File: src/hw/rtl/binary_outline_pixel_extractor_defines.svh
// Assertion macros used by the outline pixel extractor RTL.
`ifndef BINARY_OUTLINE_PIXEL_EXTRACTOR_DEFINES_SVH
`define BINARY_OUTLINE_PIXEL_EXTRACTOR_DEFINES_SVH

// Consequent must hold in the same cycle as the antecedent.
`define BOPE_ASSERT_SAME(lbl, ante, cons, msg) \
  lbl: assert property (@(posedge clk) disable iff (!rst_n) (ante) |-> (cons)) \
    else $error(msg);

// Consequent must hold in the cycle after the antecedent.
`define BOPE_ASSERT_NEXT(lbl, ante, cons, msg) \
  lbl: assert property (@(posedge clk) disable iff (!rst_n) (ante) |=> (cons)) \
    else $error(msg);

`endif

File: src/hw/rtl/bope_pkg.sv
// Types and constants of the binary outline pixel extractor.
package bope_pkg;

  localparam int MAX_WIDTH  = 1024;
  localparam int MAX_HEIGHT = 4096;

  localparam int COL_W    = $clog2(MAX_WIDTH);
  localparam int ROW_W    = $clog2(MAX_HEIGHT);
  localparam int WIDTH_W  = 11;
  localparam int HEIGHT_W = 13;

  localparam int CFG_DW = 32;
  localparam int CFG_AW = 3;

  typedef logic [COL_W-1:0]    col_t;
  typedef logic [ROW_W-1:0]    row_t;
  typedef logic [WIDTH_W-1:0]  width_t;
  typedef logic [HEIGHT_W-1:0] height_t;

  // Register indexes, taken from the word address.
  localparam logic REG_IDX_WIDTH  = 1'b0;
  localparam logic REG_IDX_HEIGHT = 1'b1;

  localparam width_t  WIDTH_RST  = width_t'(1024);
  localparam height_t HEIGHT_RST = height_t'(1024);

  // Result slots of one pixel transaction, in delivery order.
  localparam int RES_ABOVE = 0;
  localparam int RES_LEFT  = 1;
  localparam int RES_OWN   = 2;
  localparam int RES_N     = 3;

  // One line store entry: the newer and the older row at one column.
  typedef struct packed {
    logic m1;
    logic m2;
  } line_t;

endpackage

File: src/hw/rtl/bope_if.sv
// Pixel and result channel interfaces of the outline pixel extractor.
interface bope_in_if;
  import bope_pkg::*;
  logic valid;
  logic ready;
  logic pixel;
  modport source (output valid, output pixel, input ready);
  modport sink (input valid, input pixel, output ready);
endinterface

interface bope_out_if;
  import bope_pkg::*;
  logic valid;
  logic ready;
  logic outline;
  col_t col;
  row_t row;
  logic frame_end;
  modport source (output valid, output outline, output col, output row, output frame_end,
                  input ready);
  modport sink (input valid, input outline, input col, input row, input frame_end,
                output ready);
endinterface

File: src/hw/rtl/binary_outline_pixel_extractor.sv
// Results are registered in the result stage, then in the output register. Throughput: one
// pixel per cycle while the output is ready; a pixel owing several results holds the input until
// its last one leaves, and only last-row pixels owe more than one (up to three: above, left, own).
// The rate is set by the one output register and the line store's single read and write port.
// Reset (rst_n, synchronous, active low) clears counters, result queue and output valid, and
// restores the size registers; the line store is not cleared, as row tests never read stale entries.
module binary_outline_pixel_extractor (
  input  logic                            clk,
  input  logic                            rst_n,
  bope_in_if.sink                         in_ch,
  bope_out_if.source                      out_ch,
  input  logic                            cfg_psel,
  input  logic                            cfg_penable,
  input  logic                            cfg_pwrite,
  input  logic [bope_pkg::CFG_AW-1:0]     cfg_paddr,
  input  logic [bope_pkg::CFG_DW-1:0]     cfg_pwdata,
  output logic [bope_pkg::CFG_DW-1:0]     cfg_prdata,
  output logic                            cfg_pready
);
  import bope_pkg::*;

  `include "binary_outline_pixel_extractor_defines.svh"

  // ---------------------------------------------------------------------------
  // Configuration registers. The word address picks the register; the low two
  // byte-address bits are ignored. Every transaction completes without wait.
  // ---------------------------------------------------------------------------
  width_t  width_r;
  height_t height_r;
  logic    cfg_wr;

  assign cfg_pready = 1'b1;
  assign cfg_wr     = cfg_psel && cfg_penable && cfg_pwrite && cfg_pready;

  always_ff @(posedge clk) begin
    if (!rst_n) begin
      width_r  <= WIDTH_RST;
      height_r <= HEIGHT_RST;
    end else if (cfg_wr) begin
      case (cfg_paddr[2])
        REG_IDX_WIDTH:  width_r  <= cfg_pwdata[WIDTH_W-1:0];
        REG_IDX_HEIGHT: height_r <= cfg_pwdata[HEIGHT_W-1:0];
        default: ;
      endcase
    end
  end

  always_comb begin
    case (cfg_paddr[2])
      REG_IDX_WIDTH:  cfg_prdata = {{(CFG_DW-WIDTH_W){1'b0}}, width_r};
      REG_IDX_HEIGHT: cfg_prdata = {{(CFG_DW-HEIGHT_W){1'b0}}, height_r};
      default:        cfg_prdata = '0;
    endcase
  end

  // A size of zero counts as one, and anything above the maximum counts as
  // the maximum.
  width_t  w_eff;
  height_t h_eff;

  always_comb begin
    if (width_r == '0)                          w_eff = width_t'(1);
    else if (width_r > width_t'(MAX_WIDTH))     w_eff = width_t'(MAX_WIDTH);
    else                                        w_eff = width_r;
    if (height_r == '0)                         h_eff = height_t'(1);
    else if (height_r > height_t'(MAX_HEIGHT))  h_eff = height_t'(MAX_HEIGHT);
    else                                        h_eff = height_r;
  end

  // ---------------------------------------------------------------------------
  // Position counters and per-row history. The counters give the position of
  // the next pixel. A column at or beyond the width ends its row, and a row at
  // or beyond the height is the last one, so a size change between frames
  // still leaves the counters on a sensible path.
  // ---------------------------------------------------------------------------
  col_t col_r, col_nxt;
  row_t row_r, row_nxt;
  logic left_px_r;   // previous pixel of the current row
  logic a1_r;        // newer row value of the previous column
  logic last_col, last_row;
  logic in_acc;

  assign last_col = ({1'b0, col_r} + width_t'(1)) >= w_eff;
  assign last_row = ({1'b0, row_r} + height_t'(1)) >= h_eff;
  assign in_acc   = in_ch.valid && in_ch.ready;

  always_comb begin
    col_nxt = col_r;
    row_nxt = row_r;
    if (in_acc) begin
      if (last_col) begin
        col_nxt = '0;
        row_nxt = last_row ? '0 : row_r + row_t'(1);
      end else begin
        col_nxt = col_r + col_t'(1);
      end
    end
  end

  always_ff @(posedge clk) begin
    if (!rst_n) begin
      col_r     <= '0;
      row_r     <= '0;
      left_px_r <= 1'b0;
    end else begin
      col_r <= col_nxt;
      row_r <= row_nxt;
      if (in_acc) begin
        left_px_r <= last_col ? 1'b0 : in_ch.pixel;
      end
    end
  end

  // ---------------------------------------------------------------------------
  // Line store. Each entry holds the two previous rows at one column. The read
  // port always fetches the entry of the column that comes next, so the entry
  // of the current column is already waiting in the read register when a pixel
  // arrives. That same cycle the entry is written back, shifted by one row,
  // with the new pixel. When the next column is the current one (a one-pixel
  // wide image) the write data is forwarded instead of the stale read.
  // ---------------------------------------------------------------------------
  line_t line_mem [MAX_WIDTH];
  line_t mem_q_r;
  line_t fwd_d_r;
  logic  fwd_r;
  line_t rd;
  line_t wr_d;
  col_t  nxt_addr;

  assign rd       = fwd_r ? fwd_d_r : mem_q_r;
  assign wr_d     = '{m1: in_ch.pixel, m2: rd.m1};
  assign nxt_addr = last_col ? '0 : col_r + col_t'(1);

  always_ff @(posedge clk) begin
    if (in_acc) begin
      line_mem[col_r] <= wr_d;
      mem_q_r         <= line_mem[nxt_addr];
      fwd_d_r         <= wr_d;
      a1_r            <= rd.m1;
    end
  end

  always_ff @(posedge clk) begin
    if (!rst_n) begin
      fwd_r <= 1'b0;
    end else if (in_acc) begin
      fwd_r <= (nxt_addr == col_r);
    end
  end

  // ---------------------------------------------------------------------------
  // Result stage. An accepted pixel leaves its neighbourhood here together with
  // a mask of the results it owes: the pixel above (from the second row on),
  // the left neighbour (last row only) and itself (final pixel of the frame).
  // The right neighbour of the pixel above is the next column of the newer
  // row, which the read register holds from the cycle after acceptance on and
  // keeps until the next pixel transaction. In the last row the down neighbour
  // lies outside the image, so the left and own results are the pixel values.
  // ---------------------------------------------------------------------------
  logic [RES_N-1:0] pend_r, pend_nxt, pend_new;
  col_t b_col_r;
  row_t b_row_r;
  logic b_px_r, b_left_r, b_m1c_r, b_l_r, b_u_r, b_last_col_r;

  assign pend_new[RES_ABOVE] = (row_r != '0);
  assign pend_new[RES_LEFT]  = last_row && (col_r != '0);
  assign pend_new[RES_OWN]   = last_row && last_col;

  always_ff @(posedge clk) begin
    if (in_acc) begin
      b_col_r      <= col_r;
      b_row_r      <= row_r;
      b_px_r       <= in_ch.pixel;
      b_left_r     <= left_px_r;
      b_m1c_r      <= rd.m1;
      b_l_r        <= (col_r != '0) && a1_r;
      b_u_r        <= (row_r >= row_t'(2)) && rd.m2;
      b_last_col_r <= last_col;
    end
  end

  logic above_rt, above_outline;

  assign above_rt      = !b_last_col_r && rd.m1;
  assign above_outline = b_m1c_r && !(b_l_r && above_rt && b_u_r && b_px_r);

  // ---------------------------------------------------------------------------
  // Output register. Results leave one per cycle while the receiver is ready, in the order
  // above, left, own. A new pixel is taken when at most the last owed result is still in
  // the queue and it moves to the output register in this cycle.
  // ---------------------------------------------------------------------------
  logic out_v_r;
  logic slot_free, send;
  logic s_outline, s_fe;
  col_t s_col;
  row_t s_row;
  logic [RES_N-1:0] sel;

  assign slot_free   = !out_v_r || out_ch.ready;
  assign send        = slot_free && (pend_r != '0);
  assign in_ch.ready = (pend_r == '0) || (slot_free && $onehot(pend_r));

  always_comb begin
    sel       = '0;
    s_outline = b_px_r;
    s_col     = b_col_r;
    s_row     = b_row_r;
    s_fe      = 1'b0;
    if (pend_r[RES_ABOVE]) begin
      sel[RES_ABOVE] = 1'b1;
      s_outline      = above_outline;
      s_row          = b_row_r - row_t'(1);
    end else if (pend_r[RES_LEFT]) begin
      sel[RES_LEFT] = 1'b1;
      s_outline     = b_left_r;
      s_col         = b_col_r - col_t'(1);
    end else if (pend_r[RES_OWN]) begin
      sel[RES_OWN] = 1'b1;
      s_fe         = 1'b1;
    end
  end

  always_comb begin
    pend_nxt = pend_r;
    if (send) begin
      pend_nxt = pend_r & ~sel;
    end
    if (in_acc) begin
      pend_nxt = pend_new;
    end
  end

  always_ff @(posedge clk) begin
    if (!rst_n) begin
      pend_r  <= '0;
      out_v_r <= 1'b0;
    end else begin
      pend_r <= pend_nxt;
      if (slot_free) begin
        out_v_r <= send;
      end
    end
  end

  always_ff @(posedge clk) begin
    if (send) begin
      out_ch.outline   <= s_outline;
      out_ch.col       <= s_col;
      out_ch.row       <= s_row;
      out_ch.frame_end <= s_fe;
    end
  end

  assign out_ch.valid = out_v_r;

  // ---------------------------------------------------------------------------
  // Checks.
  // ---------------------------------------------------------------------------
  logic in_room, acc_above, acc_first;

  assign in_room   = ($countones(pend_r) <= 1) && ((pend_r == '0) || slot_free);
  assign acc_above = in_acc && (row_r != '0);
  assign acc_first = in_acc && (row_r == '0) && !last_row;

  `BOPE_ASSERT_SAME(a_no_overrun, in_acc, in_room, "pixel taken while results queued")
  `BOPE_ASSERT_NEXT(a_above_queued, acc_above, pend_r[RES_ABOVE], "above result missing")
  `BOPE_ASSERT_NEXT(a_first_row_quiet, acc_first, pend_r == '0, "first row queued a result")
  `BOPE_ASSERT_NEXT(a_fwd_row_end, in_acc && !last_col, !fwd_r, "forwarding inside a row")

endmodule

File: src/flat_wrapper.sv
// flat-port wrapper written by rule: the top's interface ports become plain ports
module binary_outline_pixel_extractor_flat import bope_pkg::*;
  (clk, rst_n, cfg_psel, cfg_penable, cfg_pwrite, cfg_paddr, cfg_pwdata, cfg_prdata, cfg_pready, in_ch_valid, in_ch_pixel, in_ch_ready, out_ch_valid, out_ch_outline, out_ch_col, out_ch_row, out_ch_frame_end, out_ch_ready);
  bope_in_if in_ch_i ();
  bope_out_if out_ch_i ();
  input  logic clk;
  input  logic rst_n;
  input  logic cfg_psel;
  input  logic cfg_penable;
  input  logic cfg_pwrite;
  input  logic [bope_pkg::CFG_AW-1:0] cfg_paddr;
  input  logic [bope_pkg::CFG_DW-1:0] cfg_pwdata;
  output logic [bope_pkg::CFG_DW-1:0] cfg_prdata;
  output logic cfg_pready;
  input wire logic [$bits(in_ch_i.valid)-1:0] in_ch_valid;
  input wire logic [$bits(in_ch_i.pixel)-1:0] in_ch_pixel;
  output wire logic [$bits(in_ch_i.ready)-1:0] in_ch_ready;
  output wire logic [$bits(out_ch_i.valid)-1:0] out_ch_valid;
  output wire logic [$bits(out_ch_i.outline)-1:0] out_ch_outline;
  output wire logic [$bits(out_ch_i.col)-1:0] out_ch_col;
  output wire logic [$bits(out_ch_i.row)-1:0] out_ch_row;
  output wire logic [$bits(out_ch_i.frame_end)-1:0] out_ch_frame_end;
  input wire logic [$bits(out_ch_i.ready)-1:0] out_ch_ready;
  assign in_ch_i.valid = in_ch_valid;
  assign in_ch_i.pixel = in_ch_pixel;
  assign in_ch_ready = in_ch_i.ready;
  assign out_ch_valid = out_ch_i.valid;
  assign out_ch_outline = out_ch_i.outline;
  assign out_ch_col = out_ch_i.col;
  assign out_ch_row = out_ch_i.row;
  assign out_ch_frame_end = out_ch_i.frame_end;
  assign out_ch_i.ready = out_ch_ready;
  binary_outline_pixel_extractor u_core (.clk(clk), .rst_n(rst_n), .in_ch(in_ch_i), .out_ch(out_ch_i), .cfg_psel(cfg_psel), .cfg_penable(cfg_penable), .cfg_pwrite(cfg_pwrite), .cfg_paddr(cfg_paddr), .cfg_pwdata(cfg_pwdata), .cfg_prdata(cfg_prdata), .cfg_pready(cfg_pready));
endmodule
File: config.mk
export PLATFORM = sky130hd
export DESIGN_NAME = binary_outline_pixel_extractor_flat
export DESIGN_NICKNAME = d
export VERILOG_FILES = /design/src/hw/rtl/bope_pkg.sv /design/src/hw/rtl/bope_if.sv /design/src/hw/rtl/binary_outline_pixel_extractor.sv /design/src/flat_wrapper.sv
export VERILOG_INCLUDE_DIRS = /design/src /design/src/hw/rtl
export SDC_FILE = /design/constraint.sdc
export NUM_CORES = 2
export LEC_CHECK = 0
export BUFFER_PORTS_ARGS = -buffer_cell sky130_fd_sc_hd__buf_2
export CAP_MARGIN = 20
export CORE_AREA = 2 2 455 457
export DETAILED_ROUTE_END_ITERATION = 8
export DIE_AREA = 0 0 457 459
export PLACE_DENSITY = 0.68
export SYNTH_ARGS = -nofsm -noshare
export SYNTH_HDL_FRONTEND = slang
export SYNTH_SLANG_ARGS = --single-unit
File: constraint.sdc
create_clock -name clk -period 19.6 [get_ports clk]
set_input_delay 0.98 -clock clk [delete_from_list [all_inputs] [get_ports clk]]
set_output_delay 0.98 -clock clk [all_outputs]
set_load 0.005 [all_outputs]
After elaboration in Yosys (flattened, before gate mapping)
Memories as Yosys holds them, arrays and structs flattened. A register that Yosys moved wholly into a read port is not among the register bits.
Index checks and enable logic that the tools add are counted.

cells by class
  muxes and demuxes = 23
  reductions and logical operators = 29
  order comparisons = 5
  $add $sub $neg = 8
  equal/unequal tests = 2
  bitwise logic cells = 3

operators by type and width
  operator                                                                               count
  32-bit one-hot mux with 2 select lines                                                 1
  10-bit 2-to-1 mux                                                                      3
  13-bit 2-to-1 mux                                                                      2
  12-bit 2-to-1 mux                                                                      2
  11-bit 2-to-1 mux                                                                      2
  1-bit logical AND                                                                      14
  12-bit by 1-bit adder with 13-bit output (second input constant)                       1
  13-bit greater-or-equal comparator                                                     1
  13-bit greater-than comparator (second input constant)                                 1
  13-bit logical NOT                                                                     1
  12-bit by 1-bit adder with 12-bit output (second input constant)                       1
  12-bit by 2-bit greater-or-equal comparator with 1-bit output (second input constant)  1
  12-bit nonzero test                                                                    1
  12-bit by 1-bit subtractor with 12-bit output (second input constant)                  1
  10-bit by 1-bit adder with 11-bit output (second input constant)                       1
  11-bit greater-or-equal comparator                                                     1
  11-bit greater-than comparator (second input constant)                                 1
  11-bit logical NOT                                                                     1
  10-bit by 1-bit adder with 10-bit output (second input constant)                       1
  10-bit equality test                                                                   1
  10-bit nonzero test                                                                    1
  10-bit by 1-bit subtractor with 10-bit output (second input constant)                  1
  1-bit 2-to-1 mux                                                                       9
  3-bit 2-to-1 mux                                                                       2
  13 further kinds                                                                       19

storage, ports and cells
  memory bits (writable) = 2048
  logic and storage cells = 91
  memories = 1
  flip-flop bits (word level) = 104

memory list
  name             depth  width  rd ports  clocked after memory_dff  write ports  RTL line                               text
  u_core.line_mem  1024   2      1         1                         1            binary_outline_pixel_extractor.sv:122  line_t line_mem [MAX_WIDTH];

Logic depth before layout (Yosys ltp)
  depth in word-level cells = 8
  mapped depth = 26
  gate-level depth less buffers = 18

Least setup slack after synthesis
Ideal clock, no wire load.

  path type = register to register
  start = register u_core.fwd_r
  end = register u_core.b_m1c_r, data pin
  data required time = 17.973 ns
  slack = 10.724 ns
  data arrival time = 7.249 ns
  cell stages (with the launch flop) = 2
  period minus slack after synthesis = 8.876 ns
  cell sequence = dfxtp_1 mux2_2

RTL lines
  element                 RTL line                               text
  start, declared         binary_outline_pixel_extractor.sv:125  logic fwd_r;
  start signal, assigned  binary_outline_pixel_extractor.sv:147  fwd_r <= (nxt_addr == col_r);
  end signal, assigned    binary_outline_pixel_extractor.sv:175  b_m1c_r <= rd.m1;
  end, declared           binary_outline_pixel_extractor.sv:163  logic b_px_r, b_left_r, b_m1c_r, b_l_r, b_u_r, b_last_col_r;

Worst setup path in the final report
  start = register u_core.col_r[1]
  end = register u_core.mem_q_r[0] (netlist name)

on the way
  longest elaborated chain between the ends = 3
  elaborated cells between the ends (all ways) = 4
  classes of those cells = add/sub (2); order compare (1); mux (1)

RTL lines
  element                                   RTL line                               text
  start, declared                           binary_outline_pixel_extractor.sv:76   col_t col_r, col_nxt;
  start signal, assigned                    binary_outline_pixel_extractor.sv:106  col_r <= col_nxt;
  10-bit by 1-bit adder with 11-bit output  binary_outline_pixel_extractor.sv:83   assign last_col = ({1'b0, col_r} + width_t'(1)) >= w_eff;
  11-bit greater-or-equal comparator        binary_outline_pixel_extractor.sv:83
  10-bit 2-to-1 mux (*)                     binary_outline_pixel_extractor.sv:132  assign nxt_addr = last_col ? '0 : col_r + col_t'(1);

Mark *: on every way between the ends. The rest lies on a longest branch, timed or not.
A chain may end at the register's enable or synchronous reset.

==> flow_summary_export.csv <==
group,metric,value,unit
sta,fmax,0.104,GHz
power_and_ir_drop,power,9.83,mW
routing,routed_wl,301,mm
logic_synthesis,netlist.area_leader.share,68.9,%
floorplan,rows,167,
logic_synthesis,yosysWarningCount,0,
critical_path,critPathKind,"flip-flop to flip-flop",
floorplan,fp.dieH,459,um
critical_path,r2r-end,"u_core.mem_q_r[0]$_DFFE_PP_",
logic_synthesis,avgSynthCellArea,13.0,um2
sta,worstMarginPinSlew,1.34,ns
power_and_ir_drop,vdd_ir_drop_max,0.0000750,V
floorplan,die_w,457,um
placement,place.gp.congestion,0.931,
routing,antenna_left,0,
critical_path,rrSetupSlack,9.96,ns
sta,finalClockSkew,0.0365,ns
power_and_ir_drop,seqPwrFrac,52.3,%
routing,vias_per_cell,6.53,
clock_tree,post_cts_buffers,0,
clock_tree,clkLatencyLatePin,0.87,ns
logic_synthesis,synth_area_leaders,"edfxtp_1 (69%), nor2_1 (5.0%), nand2_1 (2.8%)",
global_routing,grt_pass1_vias,61218,
global_routing,grt_pass1_wl,425,mm
clock_tree,htreeDepth,4,
logic_synthesis,synth_top_cell_by_area,"edfxtp_1",
worst_hold_path,min_path_type,"input pin to flip-flop",
floorplan,design.die.area,210000,um2
logic_synthesis,netlist_area,91600,um2
sta,hold_viol,0,
sta,setup_tns,0,ns
power_and_ir_drop,p_leak,30.9,nW
sta,relSlewSlack,10.8,%
sta,finalSetupViolations,0,
finish,layout_common_cells,"edfxtp_1 (2102), nor2_1 (1218), nand2_1 (667), o21ai_0 (296), clkbuf_16 (210)",
critical_path,worst-path-max-fanout,59,
global_routing,grt_overflow,0,
logic_synthesis,ys.flop_type,"edfxtp_1",
clock_tree,cts_tree,"done",
worst_hold_path,hold_end,"u_core.width_r[9]$_SDFFE_PN0P_",
global_routing,gr-usage-all-layers,27.8,%
logic_synthesis,ys_types,91,
placement,place_hpwl,167,mm
global_routing,antenna_found_initial,14,
critical_path,rr_worst_depth,21,
power_and_ir_drop,internal-power,7.47,mW
finish,drive_gt1_share,11.4,%
logic_synthesis,ys_seq_elements,2154,
routing,drc,0,
clock_tree,cts_sinks,2154,
critical_path,reg2reg_from,"u_core.col_r[1]$_SDFFE_PN0P_",
sta,min_period_over_period,49.2,%
global_routing,grt_max_degree,159,
critical_path,start_kind,"flip-flop",
routing,drtPass1Iterations,9,
critical_path,cp_slowest_stage_delay,0.70,ns
critical_path,cp_common_cell,"buf_4",
worst_hold_path,min_from,"cfg_pwdata[9]",
critical_path,path_cells,"ha_1 > nand3_1 > or2_2 > and2_1 > inv_1 > ha_1 > a211oi_1 > nor2_1 > o31a_2 > buf_12 > nor2_4 > buf_4 > buf_4 > buf_4 > mux2i_1 > a221oi_1 > o21a_1 > o31ai_1 > nand4_1 > o211ai_1 > o221ai_1",
clock_tree,hold_buffers,0,
floorplan,io-pin-count,102,
routing,routed_wire_length_per_instance,30.7,um
routing,num_vias,63877,
clock_tree,cts_buffers,203,
logic_synthesis,ys_seq_area_share,70.1,%
flow_run,maxCapViolations,0,
clock_tree,clk_path_buf_depth,3,
run_status,outcome,"complete, no violations",
critical_path,crit_arrival,10.20,ns
sta,fin_crit,9.64,ns
sta,slew_violations,0,
finish,syn_to_final_growth,10.3,%
floorplan,core_area,206000,um2
clock_tree,cts-resized-gates,0,
clock_tree,clk_pin_slew,0.06,ns
power_and_ir_drop,swShare,24.0,%
routing,drtIter0Drc,11475,
logic_synthesis,syn_inst,7043,
power_and_ir_drop,p_clk_share,39.2,%
critical_path,crit_required,20.16,ns
power_and_ir_drop,power_density,97.2,nW/um2
critical_path,critPathSlowestCell,"buf_4",
worst_hold_path,hold_path_depth,3,
clock_tree,cts-root-buf,"clkbuf_16",
finish,nNetsFinal,6982,
finish,fill_cells,17548,
logic_synthesis,async_flop_share,0,%
placement,port_buffers,60,
floorplan,start_util,44.5,%
logic_synthesis,synth-edff-count,2102,
critical_path,crit_path_end_kind,"flip-flop",
finish,layout_commonest_cell,"edfxtp_1",
sta,rsz0062_at_grt,"false",
power_and_ir_drop,netSwitchingPower,2.36,mW
power_and_ir_drop,comb_power_share,8.5,%
registers in the layout, summed over array words and instances (netlist names), 2 cells and up:
name               flops
u_core.b_row_r        12
u_core.mem_q_r         2
u_core.b_col_r        10
u_core.col_r          10
u_core.row_r          12
u_core.width_r        11
u_core.line_mem     2048
u_core.pend_r          3
u_core.out_ch.row     12
u_core.height_r       13
u_core.out_ch.col     10
logic make-up after synthesis:
group / Yosys count / share of synthesized area [%]
AO/OA/AOI/OAI: 1402 / 10.5
XOR/XNOR: 47 / 0.458
adder cells (fa/ha/maj): 34 / 0.473
buffers and inverters: 661 / 3.07
flip-flops: 2154 / 70.1
multiplexers: 349 / 4.59
other: 2 / 0.00820
AND/OR/NAND/NOR: 2394 / 10.8
cell type report:
cell class              instances  area (um2)  share of cell area, %
multi-input cells            4246       24900                   24.7
inverters                      31         139                  0.137
flip-flops and latches       2154       64200                   63.5
diodes                          6        15.0                 0.0149
clock inverters               121         957                  0.947
clock buffers                 249        5420                   5.37
well taps                    2704        3380                   3.35
repair buffers                269        2030                   2.01
layer usage:
metal	global-route usage [%]	share of wire [%]
met1	35.7	35
met2	43.1	45
met3	7.71	14
met4	14.8	6.2
met5	0.0689	0.053
Yosys cell counts, types with 11 or more instances:
cell / instances
edfxtp_1: 2102
nor2_1: 1225
nand2_1: 684
clkbuf_1: 363
o21ai_0: 299
mux2i_1: 199
a21oi_1: 196
nand3_1: 190
o22ai_1: 181
buf_2: 147
a31oi_1: 110
mux2_2: 104
o221ai_1: 96
buf_1: 88
nor3_1: 81
a211oi_1: 75
o211ai_1: 71
o311a_1: 66
dfxtp_1: 52
mux4_2: 46
and3_1: 42
ha_1: 33
a221oi_1: 31
a32oi_1: 30
nand4_1: 30
xor2_1: 30
inv_1: 29
nor2b_1: 28
buf_4: 24
nor4_1: 23
or2_2: 19
a31o_2: 18
o22a_1: 18
o311ai_0: 18
a2111oi_0: 17
and2_1: 17
o21a_1: 17
xnor2_1: 16
o2111ai_1: 13
o31ai_1: 13
or3_1: 13
a2bb2oi_1: 11
worst max-delay path by stage:
| stage | slack [ns] | cells past startpoint | startpoint | endpoint |
|---|---|---|---|---|
| finish | 9.96 | 21 | u_core.col_r[1]$_SDFFE_PN0P_ | u_core.mem_q_r[0]$_DFFE_PP_ |
| global route | 10.05 | 21 | u_core.col_r[1]$_SDFFE_PN0P_ | u_core.mem_q_r[0]$_DFFE_PP_ |
| CTS | 10.65 | 21 | u_core.col_r[1]$_SDFFE_PN0P_ | u_core.mem_q_r[0]$_DFFE_PP_ |
| detailed placement | 10.69 | 21 | u_core.col_r[1]$_SDFFE_PN0P_ | u_core.mem_q_r[0]$_DFFE_PP_ |
| global placement | 10.71 | 21 | u_core.col_r[1]$_SDFFE_PN0P_ | u_core.mem_q_r[0]$_DFFE_PP_ |
| floorplan | 10.72 | 1 | u_core.fwd_r$_SDFFE_PN0P_ | u_core.b_m1c_r$_DFFE_PP_ |
power by group through the flow:
stage	registers [mW]	clock network, mW	logic (mW)
floorplan	5.28	0	0.446
global placement	5.23	0	0.793
detailed placement	5.23	0	0.799
CTS	5.13	3.86	0.801
global route	5.13	4.03	0.860
finish	5.13	3.85	0.837
critical path: cells and delay by family, from the launching register on:
family / cells / cell delay [ns]
buffers and inverters: 5 / 2.54
flip-flops: 1 / 0.65
multiplexers: 1 / 0.26
AO/OA/AOI/OAI: 7 / 2.26
adder cells (fa/ha/maj): 2 / 0.97
AND/OR/NAND/NOR: 6 / 2.59
metrics by stage:
step | setup WS, ns | utilization, % | instance area (um2) | instances | hold WS [ns]
4_1_cts | 10.65 | 49.1 | 101000 | 9770 | 0.319
5_1_grt | 10.05 | 49.1 | 101000 | 9774 | 0.344
3_5_place_dp | 10.69 | 46.0 | 94600 | 9400 | 0.417
3_3_place_gp | 10.71 | 46.0 | 94600 | 9398 | 0.415
6_report | 9.96 | 49.1 | 101000 | 9780 | 0.368
2_1_floorplan | 10.72 | - | 91600 | 7061 | 0.406
(Power assumes the default switching activity.)
